File: src/rtl/csvf_pkg.sv
// Shared constants, types and codes for the cascaded state-variable filter.
`timescale 1ns / 1ps
package csvf_pkg;

  // Default field widths
  localparam int SAMPLE_BITS_DEF = 24;
  localparam int STATE_BITS_DEF  = 32;

  // Coefficient format, Q4.20
  localparam int COEF_BITS = 24;
  localparam int COEF_FRAC = 20;
  localparam int RND_POS   = COEF_FRAC - 1;

  // Configuration register file
  localparam int NUM_REGS  = 8;
  localparam int CFG_IDX_W = 3;

  // Soft saturator: |s| with 8 fraction bits, clamped to 21 bits
  localparam int SAT_FRAC = 8;
  localparam int U_W      = 21;
  localparam int SQ_W     = 2 * U_W;
  localparam int DIV_W    = 46;
  localparam int QUO_W    = 21;
  localparam logic [U_W-1:0]   U_MAX    = {U_W{1'b1}};
  localparam logic [DIV_W-1:0] SAT_BIAS = DIV_W'(2700) << 16;

  typedef logic signed [COEF_BITS-1:0] coef_t;

  typedef enum logic [CFG_IDX_W-1:0] {
    REG_HP_A1      = 3'd0,
    REG_HP_A2      = 3'd1,
    REG_HP_A3      = 3'd2,
    REG_HP_DAMPING = 3'd3,
    REG_LP_A1      = 3'd4,
    REG_LP_A2      = 3'd5,
    REG_LP_A3      = 3'd6,
    REG_LP_DAMPING = 3'd7
  } cfg_reg_e;

  // Coefficient slot within one stage's group of four
  typedef enum logic [1:0] {
    CSEL_A1   = 2'd0,
    CSEL_A2   = 2'd1,
    CSEL_A3   = 2'd2,
    CSEL_DAMP = 2'd3
  } csel_e;

  localparam coef_t COEF_ONE  = 24'sd1048576;
  localparam coef_t COEF_TWO  = 24'sd2097152;
  localparam coef_t COEF_ZERO = 24'sd0;

  typedef enum logic [3:0] {
    S_IDLE,
    S_SQ,
    S_DIV,
    S_SAT,
    S_A1T,
    S_A2V3,
    S_A2T,
    S_A3V3,
    S_KV1,
    S_OUT
  } seq_state_e;

endpackage

File: src/rtl/cascaded_svf_highpass_lowpass.sv
// Cascaded highpass/lowpass trapezoidal state-variable filter, top level.
// One shared bit-serial multiplier (13 products per sample) and a bit-serial divider
//   (2 divisions per sample) do all the arithmetic, so one sample is processed at a time.
// Input stall stays high from acceptance until the result is handed to the output register.
// Reset clears the integrators, loads default coefficients and empties the output.
`timescale 1ns / 1ps
module cascaded_svf_highpass_lowpass import csvf_pkg::*; #(
  parameter int SAMPLE_BITS = SAMPLE_BITS_DEF,
  parameter int STATE_BITS  = STATE_BITS_DEF
) (
  input  logic                   clk_i,
  input  logic                   rst_ni,
  input  logic                   in_valid_i,
  output logic                   in_stall_o,
  input  logic [SAMPLE_BITS-1:0] sample_in_i,
  output logic                   out_valid_o,
  input  logic                   out_stall_i,
  output logic [SAMPLE_BITS-1:0] sample_out_o,
  input  logic                   cfg_we_i,
  input  logic [CFG_IDX_W-1:0]   cfg_idx_i,
  input  logic [COEF_BITS-1:0]   cfg_data_i
);

  localparam int SB = STATE_BITS;
  localparam int SW = SAMPLE_BITS;
  localparam int WW = ((SB > SW) ? SB : SW) + 4;
  localparam int PW = SB + COEF_BITS;
  localparam int SH = SW - 1 - SAT_FRAC;

  localparam logic signed [WW-1:0] SB_HI = $signed({{(WW-SB+1){1'b0}}, {(SB-1){1'b1}}});
  localparam logic signed [WW-1:0] SB_LO = $signed({{(WW-SB+1){1'b1}}, {(SB-1){1'b0}}});
  localparam logic signed [WW-1:0] SW_HI = $signed({{(WW-SW+1){1'b0}}, {(SW-1){1'b1}}});
  localparam logic signed [WW-1:0] SW_LO = $signed({{(WW-SW+1){1'b1}}, {(SW-1){1'b0}}});

  function automatic logic [SB-1:0] sat_sb(input logic signed [WW-1:0] v);
    logic [SB-1:0] r;
    if (v > SB_HI)      r = SB_HI[SB-1:0];
    else if (v < SB_LO) r = SB_LO[SB-1:0];
    else                r = v[SB-1:0];
    return r;
  endfunction

  function automatic logic [SW-1:0] sat_sw(input logic signed [WW-1:0] v);
    logic [SW-1:0] r;
    if (v > SW_HI)      r = SW_HI[SW-1:0];
    else if (v < SW_LO) r = SW_LO[SW-1:0];
    else                r = v[SW-1:0];
    return r;
  endfunction

  function automatic logic signed [WW-1:0] sx_sb(input logic [SB-1:0] v);
    return $signed({{(WW-SB){v[SB-1]}}, v});
  endfunction

  function automatic logic signed [WW-1:0] sx_sw(input logic [SW-1:0] v);
    return $signed({{(WW-SW){v[SW-1]}}, v});
  endfunction

  seq_state_e state_q, state_d;
  logic       op_run_q, op_run_d;
  logic       stage_q, stage_d;
  logic       out_valid_q, out_valid_d;
  logic       out_load;
  logic       in_acc;

  coef_t         cfg_q [NUM_REGS];
  logic [SB-1:0] hp_i1_q, hp_i2_q, lp_i1_q, lp_i2_q;

  // Datapath registers
  logic [SW-1:0]    x_q;
  logic [SB-1:0]    t_q, v3_q, v1_q, v2_q, pa_q;
  logic [SB-1:0]    mag_q;
  logic             neg_q, pneg_q;
  logic [SQ_W-1:0]  sq_q;
  logic [QUO_W-1:0] r_q;
  logic [SW-1:0]    out_q;

  // Current stage operands
  logic [SB-1:0]    c1, c2, c1_mag, c1_sh;
  logic [U_W-1:0]   u;
  csel_e            csel;
  coef_t            cf;
  logic [COEF_BITS-1:0] cf_mag;
  logic [SB-1:0]    val, val_mag, t_abs;
  logic             is_mul;

  // Multiplier and divider hookup
  logic                 mul_start, mul_done, mul_rnd;
  logic [SB-1:0]        mul_a;
  logic [COEF_BITS-1:0] mul_b;
  logic [PW-1:0]        prod;
  logic                 div_start, div_done;
  logic [DIV_W-1:0]     div_num, div_den, sq_w;
  logic [QUO_W-1:0]     quo;

  // Product post-processing
  logic signed [WW-1:0] ps_w, pc_raw, pc_w, x_w, c2_w, pa_w, t_w, v1_w, v2_w;
  logic [SB-1:0]        pc, v2_new;

  assign in_acc   = in_valid_i && !in_stall_o;
  assign out_load = (state_q == S_OUT) && (!out_valid_q || !out_stall_i);

  // Select the active stage's state
  assign c1     = stage_q ? lp_i1_q : hp_i1_q;
  assign c2     = stage_q ? lp_i2_q : hp_i2_q;
  assign c1_mag = c1[SB-1] ? (~c1 + 1'b1) : c1;
  assign c1_sh  = c1_mag >> SH;
  assign u      = (c1_sh > SB'(U_MAX)) ? U_MAX : c1_sh[U_W-1:0];

  // Pick the coefficient and value for a coefficient product
  always_comb begin
    csel = CSEL_A1;
    val  = t_q;
    case (state_q)
      S_A1T:   begin csel = CSEL_A1;   val = t_q;  end
      S_A2V3:  begin csel = CSEL_A2;   val = v3_q; end
      S_A2T:   begin csel = CSEL_A2;   val = t_q;  end
      S_A3V3:  begin csel = CSEL_A3;   val = v3_q; end
      S_KV1:   begin csel = CSEL_DAMP; val = v1_q; end
      default: begin csel = CSEL_A1;   val = t_q;  end
    endcase
  end

  assign cf      = cfg_q[{stage_q, csel}];
  assign cf_mag  = cf[COEF_BITS-1] ? (~cf + 1'b1) : cf;
  assign val_mag = val[SB-1] ? (~val + 1'b1) : val;
  assign t_abs   = t_q[SB-1] ? (~t_q + 1'b1) : t_q;

  assign is_mul = (state_q inside {S_SQ, S_SAT, S_A1T, S_A2V3, S_A2T, S_A3V3, S_KV1});

  // Multiplier operands per step
  always_comb begin
    case (state_q)
      S_SQ: begin
        mul_a   = SB'(u);
        mul_b   = COEF_BITS'(u);
        mul_rnd = 1'b0;
      end
      S_SAT: begin
        mul_a   = mag_q;
        mul_b   = COEF_BITS'(r_q);
        mul_rnd = 1'b0;
      end
      default: begin
        mul_a   = val_mag;
        mul_b   = cf_mag;
        mul_rnd = 1'b1;
      end
    endcase
  end

  assign mul_start = is_mul && !op_run_q;
  assign div_start = (state_q == S_DIV) && !op_run_q;

  assign sq_w    = {{(DIV_W-SQ_W){1'b0}}, sq_q};
  assign div_num = SAT_BIAS + sq_w;
  assign div_den = SAT_BIAS + (sq_w << 3) + sq_w;

  csvf_mul #(
    .A_W(SB),
    .B_W(COEF_BITS)
  ) u_mul (
    .clk_i   (clk_i),
    .rst_ni  (rst_ni),
    .start_i (mul_start),
    .a_i     (mul_a),
    .b_i     (mul_b),
    .rnd_i   (mul_rnd),
    .done_o  (mul_done),
    .prod_o  (prod)
  );

  csvf_div u_div (
    .clk_i   (clk_i),
    .rst_ni  (rst_ni),
    .start_i (div_start),
    .num_i   (div_num),
    .den_i   (div_den),
    .done_o  (div_done),
    .quo_o   (quo)
  );

  // Scale, sign and clamp the finished product
  assign ps_w   = $signed({{(WW-SB-4){1'b0}}, prod[PW-1:COEF_FRAC]});
  assign pc_raw = pneg_q ? -ps_w : ps_w;
  assign pc     = sat_sb(pc_raw);
  assign pc_w   = sx_sb(pc);

  assign x_w  = sx_sw(x_q);
  assign c2_w = sx_sb(c2);
  assign pa_w = sx_sb(pa_q);
  assign t_w  = sx_sb(t_q);
  assign v1_w = sx_sb(v1_q);
  assign v2_w = sx_sb(v2_q);

  assign v2_new = sat_sb(c2_w + pa_w + pc_w);

  // Sequence the steps of both stages
  always_comb begin
    state_d     = state_q;
    op_run_d    = op_run_q;
    stage_d     = stage_q;
    out_valid_d = out_valid_q;
    if (out_valid_q && !out_stall_i) out_valid_d = 1'b0;
    case (state_q)
      S_IDLE: begin
        if (in_acc) begin
          state_d = S_SQ;
          stage_d = 1'b0;
        end
      end
      S_DIV: begin
        if (!op_run_q) begin
          op_run_d = 1'b1;
        end else if (div_done) begin
          op_run_d = 1'b0;
          state_d  = S_SAT;
        end
      end
      S_SQ, S_SAT, S_A1T, S_A2V3, S_A2T, S_A3V3, S_KV1: begin
        if (!op_run_q) begin
          op_run_d = 1'b1;
        end else if (mul_done) begin
          op_run_d = 1'b0;
          case (state_q)
            S_SQ:    state_d = S_DIV;
            S_SAT:   state_d = S_A1T;
            S_A1T:   state_d = S_A2V3;
            S_A2V3:  state_d = S_A2T;
            S_A2T:   state_d = S_A3V3;
            S_A3V3:  state_d = stage_q ? S_OUT : S_KV1;
            S_KV1: begin
              state_d = S_SQ;
              stage_d = 1'b1;
            end
            default: state_d = S_IDLE;
          endcase
        end
      end
      S_OUT: begin
        if (out_load) begin
          out_valid_d = 1'b1;
          state_d     = S_IDLE;
        end
      end
      default: state_d = S_IDLE;
    endcase
  end

  // Hold control state, coefficients and integrators
  always_ff @(posedge clk_i or negedge rst_ni) begin
    if (!rst_ni) begin
      state_q     <= S_IDLE;
      op_run_q    <= 1'b0;
      stage_q     <= 1'b0;
      out_valid_q <= 1'b0;
      hp_i1_q     <= '0;
      hp_i2_q     <= '0;
      lp_i1_q     <= '0;
      lp_i2_q     <= '0;
      cfg_q[REG_HP_A1]      <= COEF_ONE;
      cfg_q[REG_HP_A2]      <= COEF_ZERO;
      cfg_q[REG_HP_A3]      <= COEF_ZERO;
      cfg_q[REG_HP_DAMPING] <= COEF_TWO;
      cfg_q[REG_LP_A1]      <= COEF_ONE;
      cfg_q[REG_LP_A2]      <= COEF_ZERO;
      cfg_q[REG_LP_A3]      <= COEF_ZERO;
      cfg_q[REG_LP_DAMPING] <= COEF_TWO;
    end else begin
      state_q     <= state_d;
      op_run_q    <= op_run_d;
      stage_q     <= stage_d;
      out_valid_q <= out_valid_d;
      if (cfg_we_i) cfg_q[cfg_idx_i] <= cfg_data_i;
      // Advance the integrators once v2 is known
      if ((state_q == S_A3V3) && op_run_q && mul_done) begin
        if (stage_q) begin
          lp_i1_q <= sat_sb((v1_w <<< 1) - t_w);
          lp_i2_q <= sat_sb((sx_sb(v2_new) <<< 1) - c2_w);
        end else begin
          hp_i1_q <= sat_sb((v1_w <<< 1) - t_w);
          hp_i2_q <= sat_sb((sx_sb(v2_new) <<< 1) - c2_w);
        end
      end
    end
  end

  // Capture operands and intermediate results
  always_ff @(posedge clk_i) begin
    if (in_acc) x_q <= sample_in_i;
    if (mul_start) pneg_q <= (state_q == S_SAT) ? neg_q : (val[SB-1] ^ cf[COEF_BITS-1]);
    if ((state_q == S_SQ) && !op_run_q) begin
      mag_q <= c1_mag;
      neg_q <= c1[SB-1];
      v3_q  <= sat_sb(x_w - c2_w);
    end
    if (div_done) r_q <= quo;
    if (op_run_q && mul_done) begin
      case (state_q)
        S_SQ:   sq_q <= prod[SQ_W-1:0];
        S_SAT:  t_q  <= pc;
        S_A1T:  pa_q <= pc;
        S_A2V3: v1_q <= sat_sb(pa_w + pc_w);
        S_A2T:  pa_q <= pc;
        S_A3V3: v2_q <= v2_new;
        S_KV1:  x_q  <= sat_sw(x_w - pc_w - v2_w);
        default: ;
      endcase
    end
    if (out_load) out_q <= sat_sw(v2_w);
  end

  assign in_stall_o   = (state_q != S_IDLE);
  assign out_valid_o  = out_valid_q;
  assign sample_out_o = out_q;

  // The multiplier and the divider never finish together
  a_units_excl: assert property (@(posedge clk_i) disable iff (!rst_ni)
    $onehot0({mul_done, div_done}))
    else $error("multiplier and divider finished in the same cycle");

  // A pending result is never overwritten
  a_no_overwrite: assert property (@(posedge clk_i) disable iff (!rst_ni)
    (out_valid_q && out_stall_i) |-> !out_load)
    else $error("output register reloaded while stalled");

  // The saturator never grows the magnitude of the integrator
  a_sat_shrinks: assert property (@(posedge clk_i) disable iff (!rst_ni)
    ((state_q == S_SAT) && op_run_q && mul_done) |=> (t_abs <= mag_q))
    else $error("saturator output exceeds its input");

endmodule

File: src/rtl/csvf_mul.sv
// Shift-and-add multiplier: one multiplier bit per cycle, unsigned.
`timescale 1ns / 1ps
module csvf_mul import csvf_pkg::*; #(
  parameter int A_W = STATE_BITS_DEF,
  parameter int B_W = COEF_BITS
) (
  input  logic               clk_i,
  input  logic               rst_ni,
  input  logic               start_i,
  input  logic [A_W-1:0]     a_i,
  input  logic [B_W-1:0]     b_i,
  input  logic               rnd_i,
  output logic               done_o,
  output logic [A_W+B_W-1:0] prod_o
);

  localparam int P_W = A_W + B_W;
  localparam int C_W = $clog2(B_W + 1);

  logic           busy_q, busy_d;
  logic           done_q, done_d;
  logic [C_W-1:0] cnt_q, cnt_d;
  logic [P_W-1:0] a_q;
  logic [B_W-1:0] b_q;
  logic [P_W-1:0] acc_q;

  // Count the bits of b and flag the last one
  always_comb begin
    busy_d = busy_q;
    cnt_d  = cnt_q;
    done_d = 1'b0;
    if (start_i) begin
      busy_d = 1'b1;
      cnt_d  = C_W'(B_W);
    end else if (busy_q) begin
      cnt_d = cnt_q - 1'b1;
      if (cnt_q == C_W'(1)) begin
        busy_d = 1'b0;
        done_d = 1'b1;
      end
    end
  end

  always_ff @(posedge clk_i or negedge rst_ni) begin
    if (!rst_ni) begin
      busy_q <= 1'b0;
      done_q <= 1'b0;
      cnt_q  <= '0;
    end else begin
      busy_q <= busy_d;
      done_q <= done_d;
      cnt_q  <= cnt_d;
    end
  end

  // Add the shifted multiplicand for each set bit, LSB first
  always_ff @(posedge clk_i) begin
    if (start_i) begin
      a_q   <= {{B_W{1'b0}}, a_i};
      b_q   <= b_i;
      acc_q <= rnd_i ? (P_W'(1) << RND_POS) : '0;
    end else if (busy_q) begin
      a_q   <= a_q << 1;
      b_q   <= b_q >> 1;
      acc_q <= acc_q + (b_q[0] ? a_q : '0);
    end
  end

  assign done_o = done_q;
  assign prod_o = acc_q;

endmodule

File: src/rtl/csvf_div.sv
// Restoring divider for the saturator ratio: one quotient bit per cycle.
`timescale 1ns / 1ps
module csvf_div import csvf_pkg::*; (
  input  logic             clk_i,
  input  logic             rst_ni,
  input  logic             start_i,
  input  logic [DIV_W-1:0] num_i,
  input  logic [DIV_W-1:0] den_i,
  output logic             done_o,
  output logic [QUO_W-1:0] quo_o
);

  localparam int C_W = $clog2(QUO_W + 1);

  logic             busy_q, busy_d;
  logic             done_q, done_d;
  logic [C_W-1:0]   cnt_q, cnt_d;
  logic [DIV_W:0]   rem_q;
  logic [DIV_W-1:0] den_q;
  logic [QUO_W-1:0] quo_q;
  logic             ge;
  logic [DIV_W:0]   rem_sub;

  always_comb begin
    busy_d = busy_q;
    cnt_d  = cnt_q;
    done_d = 1'b0;
    if (start_i) begin
      busy_d = 1'b1;
      cnt_d  = C_W'(QUO_W);
    end else if (busy_q) begin
      cnt_d = cnt_q - 1'b1;
      if (cnt_q == C_W'(1)) begin
        busy_d = 1'b0;
        done_d = 1'b1;
      end
    end
  end

  always_ff @(posedge clk_i or negedge rst_ni) begin
    if (!rst_ni) begin
      busy_q <= 1'b0;
      done_q <= 1'b0;
      cnt_q  <= '0;
    end else begin
      busy_q <= busy_d;
      done_q <= done_d;
      cnt_q  <= cnt_d;
    end
  end

  // Trial subtract; the remainder stays below twice the divisor
  assign ge      = rem_q >= {1'b0, den_q};
  assign rem_sub = ge ? (rem_q - {1'b0, den_q}) : rem_q;

  always_ff @(posedge clk_i) begin
    if (start_i) begin
      rem_q <= {1'b0, num_i};
      den_q <= den_i;
      quo_q <= '0;
    end else if (busy_q) begin
      rem_q <= {rem_sub[DIV_W-1:0], 1'b0};
      quo_q <= {quo_q[QUO_W-2:0], ge};
    end
  end

  assign done_o = done_q;
  assign quo_o  = quo_q;

endmodule
File: config.mk
export PLATFORM = sky130hd
export DESIGN_NAME = cascaded_svf_highpass_lowpass
export DESIGN_NICKNAME = d
export VERILOG_FILES = /design/src/rtl/csvf_pkg.sv /design/src/rtl/cascaded_svf_highpass_lowpass.sv /design/src/rtl/csvf_mul.sv /design/src/rtl/csvf_div.sv
export SDC_FILE = /design/constraint.sdc
export NUM_CORES = 2
export LEC_CHECK = 0
export BUFFER_PORTS_ARGS = -buffer_cell sky130_fd_sc_hd__buf_2
export CORE_MARGIN = 2
export CORE_UTILIZATION = 50
export DETAILED_ROUTE_END_ITERATION = 12
export PLACE_DENSITY = 0.65
export SETUP_SLACK_MARGIN = 0.05
export SYNTH_ARGS = -nofsm -noshare
export SYNTH_HDL_FRONTEND = slang
export SYNTH_SLANG_ARGS = --single-unit
File: constraint.sdc
create_clock -name clk_i -period 14.1 [get_ports clk_i]
set_input_delay 0.705 -clock clk_i [delete_from_list [all_inputs] [get_ports clk_i]]
set_output_delay 0.705 -clock clk_i [all_outputs]
set_load 0.05 [all_outputs]
==> results.sh <==
export IMPL_cts_hold_buf=0
export IMPL_die_area_um2=124000
export IMPL_stdcell_area_um2=66200
export IMPL_gp_congestion=0.955
export IMPL_num_rows=127
export IMPL_cp_common_cell="a21oi_1"
export IMPL_grt_ovfl_total=0
export IMPL_clk_pin_slew_ns=0.06
export IMPL_clk_latency_ns=0.72
export IMPL_tightest_slew_ns=1.25
export IMPL_slew_headroom=0.165
export IMPL_initial_utilization=0.505
export IMPL_viasPerCell=6.08
export IMPL_status="complete, no violations"
export IMPL_worstSetupPathType="flop to flop"
export IMPL_placed_area_um2=62800
export IMPL_drc=0
export IMPL_p_leak_nw=27.8
export IMPL_die_h_um=352
export IMPL_hold_viol=0
export IMPL_drt_first_pass_iters=9
export IMPL_htreeDepth=3
export IMPL_layout_common_cells="a21oi_1 (505), edfxtp_1 (485), nor2_1 (480), nand2_1 (475), o21ai_0 (404)"
export IMPL_p_switching_mw=1.39
export IMPL_cts_tree="yes"
export IMPL_end_kind="flop"
export IMPL_final_common_cell="a21oi_1"
export IMPL_rsz0062_at_grt="false"
export IMPL_drive_gt1_frac=0.109
export IMPL_wire_per_inst_um=22.2
export IMPL_max_stage_delay_ns=0.72
export IMPL_p_sw_frac=0.233
export IMPL_critPathSlowestCell="a311oi_4"
export IMPL_setup_violations_final=0
export IMPL_fin_total_pwr_mw=5.99
export IMPL_whs_ns=0.00143
export IMPL_cts_root_buf="clkbuf_16"
export IMPL_synth_cell_types=100
export IMPL_yosys_most_used_dff="edfxtp_1"
export IMPL_grt_pass1_vias=46500
export IMPL_cp_max_fo=31
export IMPL_clock_fmax_mhz=79.1
export IMPL_top_level_ports=82
export IMPL_drt_iter0_drc=4049
export IMPL_cts_sinks=896
export IMPL_ys_seq_area_frac=0.404
export IMPL_fin_skew_ns=0.0419
export IMPL_placedCellCount=7735
export IMPL_grt_first_pass_wirelength_mm=273
export IMPL_synth_seq_cells=896
export IMPL_antenna_found_initial=7
export IMPL_avgSynthCellArea_um2=9.74
export IMPL_fin_nets=6734
export IMPL_final_cells=7920
export IMPL_min_period_ns=12.65
export IMPL_grt_max_degree=93
export IMPL_worstPathArrival_ns=13.23
export IMPL_vdd_drop_max_uv=90.0
export IMPL_drtAntennaViolNets=0
export IMPL_fin_tns_setup_ns=0
export IMPL_grt_use_total=0.277
export IMPL_dp_hpwl_mm=132
export IMPL_required_ns=14.68
export IMPL_postSynthNetCount=6736
export IMPL_hp_class="input port to asynchronous set/reset pin"
export IMPL_cts_buffers=99
export IMPL_core_um2=120000
export IMPL_synth_edf_count=485
export IMPL_pwr_share_clk=0.447
export IMPL_pwr_share_seq=0.490
export IMPL_die_w_um=352
export IMPL_cap_violations=0
export IMPL_synthToLayoutAreaGrowth_pct=9.20
export IMPL_startpoint_type="flop"
export IMPL_reg2regPathDepth=37
export IMPL_vias=48200
export IMPL_maxSlewViolCount=0
export IMPL_clk_path_buf_depth=3
export IMPL_post_cts_buffers=0
export IMPL_comb_power_share=0.063
export IMPL_internal_power_mw=4.60
export IMPL_finalWirelength_mm=176
export IMPL_cts_resized_gates=0
export IMPL_netlist_area_um2=60600
export IMPL_port_buffers=81
export IMPL_async_reset_ff_frac=0.381
export IMPL_power_density_nw_per_um2=90.5
export IMPL_postSynthCellCount=6226
export IMPL_period_share=0.897
export IMPL_yosysWarnings=0
power groups by stage:
| stage | sequential, mW | clock (mW) | combinational [mW] |
|---|---|---|---|
| detailed placement | 2.99 | 0 | 0.378 |
| finish | 2.94 | 2.67 | 0.378 |
| global route | 2.95 | 2.83 | 0.417 |
| CTS | 2.94 | 2.72 | 0.379 |
| floorplan | 2.97 | 0 | 0.272 |
| global placement | 2.98 | 0 | 0.366 |
cells in the mapped netlist (all sizes together) (51+ instances only):
cell type,number,share of area
nand3,75,0.0062
clkbuf,223,0.014
a21o,218,0.027
o21a,96,0.012
a31oi,74,0.0076
a21oi,509,0.042
a211oi,67,0.0083
nor2,486,0.030
edfxtp,485,0.24
and2,87,0.0090
nand2,479,0.030
xnor2,245,0.035
dfrtp,337,0.14
ha,383,0.079
dfxtp,70,0.023
o21ai,432,0.036
o21bai,51,0.0063
mux2,237,0.044
fa,71,0.023
inv,370,0.023
xor2,160,0.023
buf,55,0.0045
mux2i,126,0.021
nor3,115,0.0097
critical path: cells and delay by family (launching register included):
kind            cells  cell delay, ns
compound gates     20            6.76
xor+xnor            2            0.40
fa+ha+maj           3            1.21
buf+inv             3            0.87
flops               1            0.47
mux                 1            0.32
simple gates        8            2.41
worst paths after layout:
check                                  from      endpoint  slack, ns
setup / recovery           u_mul.prod_o[27]   hp_i2_q[18]       1.45
hold / removal                       rst_ni    cfg_q[107]      0.001
setup reg to reg           u_mul.prod_o[27]   hp_i2_q[18]       1.45
hold reg to reg             u_div.quo_o[20]       r_q[20]       0.44
max in group asynchronous            rst_ni  u_div.busy_q      11.25
min in group clk_i          sample_in_i[19]       x_q[19]       0.28
stage by stage:
stage / util / setup WS (ns)
2_1_floorplan: - / 4.08
3_3_place_gp: 0.523 / 1.95
3_5_place_dp: 0.523 / 1.69
4_1_cts: 0.551 / 1.66
5_1_grt: 0.551 / 0.732
6_report: 0.551 / 1.45
area by class of cell:
class / instances / area [um^2]
tap: 1612 / 2020
multi-input combinational: 4682 / 33800
fill: 10700 / 53900
clock buffer: 139 / 2830
antenna: 1 / 2.50
clock inverter: 45 / 531
timing repair buffer: 175 / 1120
inverter: 370 / 1390
sequential: 896 / 24500
per-layer routing:
layer | global-route usage | vias up | part of all wire
met5 | 0 | - | 0.00031
met3 | 0.0448 | 329 | 0.067
met2 | 0.434 | 1521 | 0.45
met4 | 0.0942 | 8 | 0.035
li1 | - | 22800 | -
met1 | 0.391 | 23500 | 0.45
state kept, by name, summed over array words and instances, names as in the netlist, 42 cells and up:
name / count
u_div.rem_q: 47
sq_q: 42
u_mul.a_q: 56
cfg_q: 192
u_div.den_q: 46
u_mul.prod_o: 56
cell families after synthesis:
family | count (synthesis) | synth area share
mux | 384 | 0.0727
flops | 896 | 0.404
compound gates | 1867 | 0.198
xor+xnor | 405 | 0.0586
fa+ha+maj | 465 | 0.104
buf+inv | 648 | 0.0413
simple gates | 1561 | 0.121
Power figures use the tool's default switching activity.
